===== config.mk =====
export PLATFORM = sky130hd
export DESIGN_NAME = callsign_frame_deframer_flat
export DESIGN_NICKNAME = d
export VERILOG_FILES = /design/src/rtl/core/cfd_pkg.sv /design/src/rtl/core/cfd_in_if.sv /design/src/rtl/core/cfd_out_if.sv /design/src/rtl/core/cfd_result_queue.sv /design/src/rtl/core/callsign_frame_deframer.sv /design/src/flat_wrapper.sv
export SDC_FILE = /design/constraint.sdc
export NUM_CORES = 1
export LEC_CHECK = 0
export ABC_AREA = 1
export BUFFER_PORTS_ARGS = -buffer_cell sky130_fd_sc_hd__clkbuf_2
export CORE_MARGIN = 2
export CORE_UTILIZATION = 57
export DETAILED_ROUTE_END_ITERATION = 16
export PLACE_DENSITY = 0.83
export SLEW_MARGIN = 25
export SYNTH_ARGS = -nofsm -noshare
export SYNTH_HDL_FRONTEND = slang
export SYNTH_SLANG_ARGS = --single-unit

===== constraint.sdc =====
create_clock -name clk -period 4.6 [get_ports clk]
set_input_delay 1.15 -clock clk [delete_from_list [all_inputs] [get_ports clk]]
set_output_delay 1.15 -clock clk [all_outputs]
set_load 0.1 [all_outputs]

===== src/rtl/core/cfd_pkg.sv =====
// cfd_pkg: shared types and constants of the callsign frame deframer
// no dependencies; used by the result queue and the top level
`default_nettype none

package cfd_pkg;

    // frame limits
    localparam logic [3:0] MAX_CALLSIGN = 4'd8;
    localparam logic [8:0] MAX_FRAME    = 9'd255;
    localparam logic [8:0] POS_SAT      = 9'd511;

    // result queue geometry (room for two results per transfer plus slack)
    localparam int unsigned RQ_DEPTH = 4;
    localparam int unsigned RQ_PTR_W = $clog2(RQ_DEPTH);
    localparam int unsigned RQ_CNT_W = $clog2(RQ_DEPTH + 1);

    // configuration register index (byte address bit 3)
    typedef enum logic {
        REG_CALLSIGN_TEXT = 1'b0,
        REG_CALLSIGN_LEN  = 1'b1
    } reg_idx_t;

    // result kinds
    localparam logic KIND_PAYLOAD = 1'b0;
    localparam logic KIND_SUMMARY = 1'b1;

    // summary status codes
    typedef enum logic [2:0] {
        ST_OK        = 3'd0,
        ST_SHORT     = 3'd1,
        ST_CALL_MISS = 3'd2,
        ST_LEN_MISS  = 3'd3,
        ST_LONG      = 3'd4
    } status_t;

    typedef struct packed {
        logic       kind;
        logic [7:0] payload_byte;
        logic [7:0] function_code;
        logic [7:0] opt_length;
        logic [2:0] status;
        logic       last;
    } result_t;

    // up to two results written into the queue in one cycle
    typedef struct packed {
        logic [1:0] count;
        result_t    first;
        result_t    second;
    } push_t;

endpackage

`default_nettype wire


===== src/rtl/core/cfd_in_if.sv =====
// cfd_in_if: input byte channel of the deframer
// no dependencies
`default_nettype none

interface cfd_in_if;
    logic       valid;
    logic       ready;
    logic [7:0] data_byte;
    logic       frame_end;

    modport source (output valid, output data_byte, output frame_end, input ready);
    modport sink   (input valid, input data_byte, input frame_end, output ready);
endinterface

`default_nettype wire


===== src/rtl/core/cfd_out_if.sv =====
// cfd_out_if: result channel of the deframer
// no dependencies
`default_nettype none

interface cfd_out_if;
    logic       valid;
    logic       ready;
    logic       kind;
    logic [7:0] payload_byte;
    logic [7:0] function_code;
    logic [7:0] opt_length;
    logic [2:0] status;
    logic       last;

    modport source (output valid, output kind, output payload_byte, output function_code,
                    output opt_length, output status, output last, input ready);
    modport sink   (input valid, input kind, input payload_byte, input function_code,
                    input opt_length, input status, input last, output ready);
endinterface

`default_nettype wire


===== src/rtl/core/cfd_result_queue.sv =====
// cfd_result_queue: small register queue, up to two writes and one read per cycle
// depends on cfd_pkg
`default_nettype none

module cfd_result_queue
    import cfd_pkg::*;
(
    input  wire logic    clk,
    input  wire logic    rst_n,
    input  wire push_t   push,
    output logic         room_for_two,
    output logic         head_valid,
    output result_t      head,
    input  wire logic    pop
);

    result_t               mem_reg [RQ_DEPTH];
    logic [RQ_PTR_W-1:0]   wr_ptr_reg, wr_ptr_next;
    logic [RQ_PTR_W-1:0]   rd_ptr_reg, rd_ptr_next;
    logic [RQ_CNT_W-1:0]   count_reg, count_next;
    logic [RQ_PTR_W-1:0]   wr_ptr_plus1;
    logic                  do_pop;

    assign head_valid   = (count_reg != '0);
    assign head         = mem_reg[rd_ptr_reg];
    assign room_for_two = (count_reg <= RQ_CNT_W'(RQ_DEPTH - 2));
    assign do_pop       = pop && head_valid;
    assign wr_ptr_plus1 = wr_ptr_reg + RQ_PTR_W'(1);

    always_comb
    begin
        wr_ptr_next = wr_ptr_reg + RQ_PTR_W'(push.count);
        rd_ptr_next = rd_ptr_reg + RQ_PTR_W'(do_pop);
        count_next  = count_reg + RQ_CNT_W'(push.count) - RQ_CNT_W'(do_pop);
    end

    always_ff @(posedge clk or negedge rst_n)
    begin
        if (!rst_n)
        begin
            wr_ptr_reg <= '0;
            rd_ptr_reg <= '0;
            count_reg  <= '0;
        end
        else
        begin
            wr_ptr_reg <= wr_ptr_next;
            rd_ptr_reg <= rd_ptr_next;
            count_reg  <= count_next;
        end
    end

    // payload storage, no reset
    always_ff @(posedge clk)
    begin
        if (push.count != 2'd0)
            mem_reg[wr_ptr_reg] <= push.first;
        if (push.count == 2'd2)
            mem_reg[wr_ptr_plus1] <= push.second;
    end

endmodule

`default_nettype wire


===== src/rtl/core/callsign_frame_deframer.sv =====
// callsign_frame_deframer: top level, frame byte parser with APB configuration
// depends on cfd_pkg, cfd_in_if, cfd_out_if and cfd_result_queue
`default_nettype none

// Byte-wise deframer for received radio frames laid out as callsign, function
// ID byte, then optionally a length byte and that many payload bytes. One byte
// transfer is taken per clock while the queue has room for two results; its
// results are registered in a four-entry result queue. A byte gives no
// result (callsign, function ID, length, dropped payload), one payload result,
// or, on the byte marked frame_end, a summary with function ID, length and a
// status (too short, callsign mismatch, length mismatch, too long, checked in
// that order), possibly preceded by its own payload result. The output moves
// one result per cycle while out_ch.ready is high, so a byte's two results
// leave in turn; the input is held off only while the queue lacks room for two
// results. Payload is dropped once the callsign mismatched and at byte
// positions 255 and up. callsign_text sits at byte address 0 (first character
// in the lowest byte), callsign_len at byte address 8; values above 8 act as 8.
// Configuration is to be written only while no frame is in progress.
module callsign_frame_deframer
    import cfd_pkg::*;
(
    input  wire logic        clk,
    input  wire logic        rst_n,

    // apb configuration port
    input  wire logic        psel,
    input  wire logic        penable,
    input  wire logic        pwrite,
    input  wire logic [3:0]  paddr,
    input  wire logic [63:0] pwdata,
    output logic [63:0]      prdata,
    output logic             pready,

    cfd_in_if.sink           in_ch,
    cfd_out_if.source        out_ch
);

    // configuration registers
    logic [63:0] callsign_text_reg;
    logic [3:0]  callsign_len_reg;
    reg_idx_t    reg_idx;
    logic        cfg_write;

    // frame state
    logic [8:0]  pos_reg, pos_next;
    logic        match_reg, match_next;
    logic [7:0]  func_reg, func_next;
    logic [7:0]  len_reg, len_next;

    // datapath
    logic        in_transfer;
    logic [3:0]  cl;
    logic [8:0]  cl9;
    logic [8:0]  pos_inc;
    logic [7:0]  want_char;
    logic        emit_payload;
    result_t     payload_res;
    result_t     summary_res;
    push_t       push;
    logic        room_for_two;
    logic        head_valid;
    result_t     head;

    // ---------------------------------------------------------------
    // configuration port: always ready, write on the access phase
    // ---------------------------------------------------------------
    assign pready    = 1'b1;
    assign reg_idx   = reg_idx_t'(paddr[3]);
    assign cfg_write = psel && penable && pwrite;

    always_comb
    begin
        unique case (reg_idx)
            REG_CALLSIGN_TEXT: prdata = callsign_text_reg;
            REG_CALLSIGN_LEN:  prdata = {60'd0, callsign_len_reg};
            default:           prdata = '0;
        endcase
    end

    always_ff @(posedge clk or negedge rst_n)
    begin
        if (!rst_n)
        begin
            callsign_text_reg <= '0;
            callsign_len_reg  <= '0;
        end
        else if (cfg_write)
        begin
            unique case (reg_idx)
                REG_CALLSIGN_TEXT: callsign_text_reg <= pwdata;
                REG_CALLSIGN_LEN:  callsign_len_reg  <= pwdata[3:0];
                default:           ;
            endcase
        end
    end

    // ---------------------------------------------------------------
    // byte parser
    // ---------------------------------------------------------------
    assign in_ch.ready = room_for_two;
    assign in_transfer = in_ch.valid && room_for_two;

    // effective callsign length, clamped to the text register size
    assign cl  = (callsign_len_reg > MAX_CALLSIGN) ? MAX_CALLSIGN : callsign_len_reg;
    assign cl9 = {5'd0, cl};

    // expected character for the current position
    assign want_char = callsign_text_reg[{pos_reg[2:0], 3'b000} +: 8];

    // saturating position count
    assign pos_inc = (pos_reg < POS_SAT) ? pos_reg + 9'd1 : pos_reg;

    always_comb
    begin
        match_next   = match_reg;
        func_next    = func_reg;
        len_next     = len_reg;
        emit_payload = 1'b0;

        if (pos_reg < cl9)
        begin
            if (want_char != in_ch.data_byte)
                match_next = 1'b0;
        end
        else if (pos_reg == cl9)
            func_next = in_ch.data_byte;
        else if (pos_reg == cl9 + 9'd1)
            len_next = in_ch.data_byte;
        else if (match_reg && (pos_reg < MAX_FRAME))
            emit_payload = 1'b1;
    end

    // payload result, last unless the summary follows it
    always_comb
    begin
        payload_res               = '0;
        payload_res.kind          = KIND_PAYLOAD;
        payload_res.payload_byte  = in_ch.data_byte;
        payload_res.last          = !in_ch.frame_end;
    end

    // summary built from the already-updated frame state
    always_comb
    begin
        summary_res      = '0;
        summary_res.kind = KIND_SUMMARY;
        summary_res.last = 1'b1;
        if (pos_inc >= cl9 + 9'd1)
            summary_res.function_code = func_next;
        if (pos_inc >= cl9 + 9'd2)
            summary_res.opt_length = len_next;

        if (pos_inc < cl9 + 9'd1)
            summary_res.status = ST_SHORT;
        else if (!match_next)
            summary_res.status = ST_CALL_MISS;
        else if ((pos_inc > cl9 + 9'd1) && ({1'b0, len_next} != pos_inc - cl9 - 9'd2))
            summary_res.status = ST_LEN_MISS;
        else if (pos_inc > MAX_FRAME)
            summary_res.status = ST_LONG;
        else
            summary_res.status = ST_OK;
    end

    // queue write: payload first, then summary
    always_comb
    begin
        push        = '0;
        push.first  = emit_payload ? payload_res : summary_res;
        push.second = summary_res;
        if (in_transfer)
            push.count = 2'(emit_payload) + 2'(in_ch.frame_end);
    end

    // frame state returns to reset after the frame's last byte
    always_comb
    begin
        pos_next = pos_reg;
        if (in_transfer)
        begin
            pos_next = in_ch.frame_end ? 9'd0 : pos_inc;
        end
    end

    always_ff @(posedge clk or negedge rst_n)
    begin
        if (!rst_n)
        begin
            pos_reg   <= '0;
            match_reg <= 1'b1;
            func_reg  <= '0;
            len_reg   <= '0;
        end
        else
        begin
            pos_reg <= pos_next;
            if (in_transfer)
            begin
                if (in_ch.frame_end)
                begin
                    match_reg <= 1'b1;
                    func_reg  <= '0;
                    len_reg   <= '0;
                end
                else
                begin
                    match_reg <= match_next;
                    func_reg  <= func_next;
                    len_reg   <= len_next;
                end
            end
        end
    end

    // ---------------------------------------------------------------
    // result queue and output channel
    // ---------------------------------------------------------------
    cfd_result_queue u_result_queue (
        .clk          (clk),
        .rst_n        (rst_n),
        .push         (push),
        .room_for_two (room_for_two),
        .head_valid   (head_valid),
        .head         (head),
        .pop          (out_ch.ready)
    );

    assign out_ch.valid         = head_valid;
    assign out_ch.kind          = head.kind;
    assign out_ch.payload_byte  = head.payload_byte;
    assign out_ch.function_code = head.function_code;
    assign out_ch.opt_length    = head.opt_length;
    assign out_ch.status        = head.status;
    assign out_ch.last          = head.last;

endmodule

`default_nettype wire

===== src/flat_wrapper.sv =====
// flat-port wrapper written by rule: the top's interface ports become plain ports
module callsign_frame_deframer_flat import cfd_pkg::*;
  (clk, rst_n, psel, penable, pwrite, paddr, pwdata, prdata, pready, in_ch_valid, in_ch_data_byte, in_ch_frame_end, in_ch_ready, out_ch_valid, out_ch_kind, out_ch_payload_byte, out_ch_function_code, out_ch_opt_length, out_ch_status, out_ch_last, out_ch_ready);
  cfd_in_if in_ch_i ();
  cfd_out_if out_ch_i ();
  input  wire logic clk;
  input  wire logic rst_n;
  input  wire logic psel;
  input  wire logic penable;
  input  wire logic pwrite;
  input  wire logic [3:0] paddr;
  input  wire logic [63:0] pwdata;
  output logic [63:0] prdata;
  output logic pready;
  input wire logic [$bits(in_ch_i.valid)-1:0] in_ch_valid;
  input wire logic [$bits(in_ch_i.data_byte)-1:0] in_ch_data_byte;
  input wire logic [$bits(in_ch_i.frame_end)-1:0] in_ch_frame_end;
  output wire logic [$bits(in_ch_i.ready)-1:0] in_ch_ready;
  output wire logic [$bits(out_ch_i.valid)-1:0] out_ch_valid;
  output wire logic [$bits(out_ch_i.kind)-1:0] out_ch_kind;
  output wire logic [$bits(out_ch_i.payload_byte)-1:0] out_ch_payload_byte;
  output wire logic [$bits(out_ch_i.function_code)-1:0] out_ch_function_code;
  output wire logic [$bits(out_ch_i.opt_length)-1:0] out_ch_opt_length;
  output wire logic [$bits(out_ch_i.status)-1:0] out_ch_status;
  output wire logic [$bits(out_ch_i.last)-1:0] out_ch_last;
  input wire logic [$bits(out_ch_i.ready)-1:0] out_ch_ready;
  assign in_ch_i.valid = in_ch_valid;
  assign in_ch_i.data_byte = in_ch_data_byte;
  assign in_ch_i.frame_end = in_ch_frame_end;
  assign in_ch_ready = in_ch_i.ready;
  assign out_ch_valid = out_ch_i.valid;
  assign out_ch_kind = out_ch_i.kind;
  assign out_ch_payload_byte = out_ch_i.payload_byte;
  assign out_ch_function_code = out_ch_i.function_code;
  assign out_ch_opt_length = out_ch_i.opt_length;
  assign out_ch_status = out_ch_i.status;
  assign out_ch_last = out_ch_i.last;
  assign out_ch_i.ready = out_ch_ready;
  callsign_frame_deframer u_core (.clk(clk), .rst_n(rst_n), .psel(psel), .penable(penable), .pwrite(pwrite), .paddr(paddr), .pwdata(pwdata), .prdata(prdata), .pready(pready), .in_ch(in_ch_i), .out_ch(out_ch_i));
endmodule

==> results.yml <==
run_status:
  status: "complete, no violations"
die:
  row_count: 51
  fp.dieW_um: 145
  die_h_um: 145
  pin_count: 180
  start_util: 0.581
  core-area_um2: 19500
  dieArea_um2: 21000
cts:
  cts_setup_buffers: 0
  clock_latency_ns: 0.52
  cts_tree: "yes"
  cts_hold_buf: 0
  cts-buffers-inserted: 24
  cts_resized: 0
  clock-root-buffer: "clkbuf_16"
  clk_path_buf_depth: 3
  h-tree-depth: 1
  clkTransAtPathRegs_ns: 0.06
  cts.sinks: 217
routing:
  drtPass1Iterations: 5
  drt_wl_total_um: 30100
  drtAntennaViolNets: 0
  via_count: 10400
  drc: 0
  viasPerCell: 5.56
  wl_per_cell_um: 16.1
  drt_iter0_drc: 704
synth:
  synth_area_per_cell_um2: 7.89
  ys_top_cells_by_area: "dfrtp_1 22%, edfxtp_1 20%, nor2_1 9.6%"
  synth_top_area_frac: 0.221
  ys_seq_area_frac: 0.497
  yosysWarnings: 0
  yosysTopAreaCell: "dfrtp_1"
  netlist_area_um2: 11300
  ys_seq_elements: 217
  synth.distinct_cells: 43
  netlist_instances: 1432
global_route:
  grtUsageTotal: 0.285
  grt_pass1_wl_um: 47400
  grt_max_degree: 86
  overflow: 0
  grt_pass1_vias: 9785
  antenna_found_initial: 0
critical_path:
  start_kind: "flip-flop"
  endpoint_kind: "flip-flop"
  crit_type: "reg2reg"
  r2r_slack_ns: 0.42
  crit_required_ns: 4.99
  crit_start: "u_core.callsign_len_reg[3]"
  slowest_delay_ns: 0.45
  arrival_ns: 4.56
  reg2reg_to: "u_core.u_result_queue.mem_reg[3][21]"
  crit_chain: "inv_2, nand2_2, inv_1, ha_1, nand2_1, nand3_1, nand2_1, nor2_2, nand2_2, o2111ai_1, nor2_2, buf_4, ha_1, inv_1, nor2_1, nor2_1, nor3_1, inv_1, nand2_2, buf_12, inv_1, nand2_1, o21ai_0"
  endpoint: "u_core.u_result_queue.mem_reg[3][21]"
  cp_max_fo: 15
  reg2reg_from: "u_core.callsign_len_reg[3]"
  slowest_stage: "dfrtp_1"
  critPathMostFrequentCell: "inv_1"
  r2r_cells: 23
cells_and_area:
  largest_reg_flops: 116
  n_antenna_cell: 0
  syn_to_final_growth_pct: 16.5
  nets: 1702
  final_common_cell: "nor2_1"
  utilization: 0.676
  drive_gt1_frac: 0.163
  final_cell_mix: "289 x nor2_1, 211 x nand2_1, 173 x clkbuf_2, 169 x inv_1, 144 x o21ai_0"
sta:
  fin_skew_ns: 0.0176
  tightest_slew_ns: 0.883
  max_slew_margin: 0.411
  hold_viol_final: 0
  rsz0062_at_grt: "false"
  setup_viol: 0
  max_freq_mhz: 239
  drv_slew: 0
  fin_hold_ws_ns: 0.455
  period_minus_slack_ns: 4.18
  fin_crit_sh: 0.908
min_path:
  worstHoldPathType: "reg2reg"
placed_design:
  gp_congestion: 0.902
  portBuffers: 175
  dpl.hpwl_um: 20700
flow_run:
  maxCapViolCount: 0
==> Yosys cell counts, drive strengths merged <==
master	count
clkbuf	52
a21o	1
dfrtp	100
o21bai	1
xnor2	4
xor2	15
o22ai	55
a21boi	2
o21ai	151
o2111ai	1
nand3b	5
clkinv	3
dfstp	1
nor4	1
nor3	9
conb	1
nand2	220
and3	2
fa	2
buf	16
edfxtp	76
or2	1
o211ai	2
dfxtp	40
nand4	4
nor2	293
inv	173
a211oi	1
ha	25
nand3	70
a21oi	105
==> per-stage QoR <==
step	cell area (um^2)	worst slack, ns	instances	setup TNS [ns]
finish	13200	0.424	1874	0
floorplan	11300	-0.218	1434	-0.435
CTS	13200	0.350	1874	0
detailed placement	12400	0.355	1830	0
global placement	12400	0.517	1830	0
global route	13200	0.0220	1874	0
==> worst min path at each step <==
stage                                          from                                   end  slack [ns]  depth (start not counted)
4_1_cts        u_core.u_result_queue.mem_reg[2][28]  u_core.u_result_queue.mem_reg[2][28]        0.45                          2
3_5_place_dp   u_core.u_result_queue.mem_reg[2][28]  u_core.u_result_queue.mem_reg[2][28]        0.44                          2
3_3_place_gp   u_core.u_result_queue.mem_reg[1][21]  u_core.u_result_queue.mem_reg[1][21]        0.43                          2
5_1_grt        u_core.u_result_queue.mem_reg[3][28]  u_core.u_result_queue.mem_reg[3][28]        0.48                          2
2_1_floorplan  u_core.u_result_queue.mem_reg[1][28]  u_core.u_result_queue.mem_reg[1][28]        0.42                          2
6_report       u_core.u_result_queue.mem_reg[2][28]  u_core.u_result_queue.mem_reg[2][28]        0.46                          2
==> kinds of logic after synthesis <==
group / Yosys count / share of synthesized area
flip-flops: 217 / 0.497
XOR/XNOR: 19 / 0.0147
other: 1 / 0.000332
AND/OR/NAND/NOR: 605 / 0.223
AO/OA/AOI/OAI: 319 / 0.150
adder cells (fa/ha/maj): 27 / 0.0312
buffers and inverters: 244 / 0.0842
==> metal layers <==
metal  routed length [um]  global-route usage  vias to the layer above
met4                 1000               0.117                        0
met3                 2190              0.0352                       82
met5                    0                   0                        -
met1                12000               0.359                     4874
met2                15000               0.499                      466
li1                     -                   -                     5005
==> worst max-delay path, delay by kind of cell (launching register included) <==
family / cells / cell delay (ns)
AND/OR/NAND/NOR: 12 / 1.59
adder cells (fa/ha/maj): 2 / 0.50
buffers and inverters: 7 / 1.17
flip-flops: 1 / 0.45
AO/OA/AOI/OAI: 2 / 0.34
==> layout make-up <==
type                       instances  area, um^2
fill                            1538        6300
sequential                       217        5610
multi-input combinational        973        4750
timing repair buffer             199        1090
inverter                         176         661
clock buffer                      32         631
tap                              265         332
clock inverter                    12        80.1
Power is not shown: default switching activity piles up to over one toggle a cycle in this logic, so the estimate is an artifact.
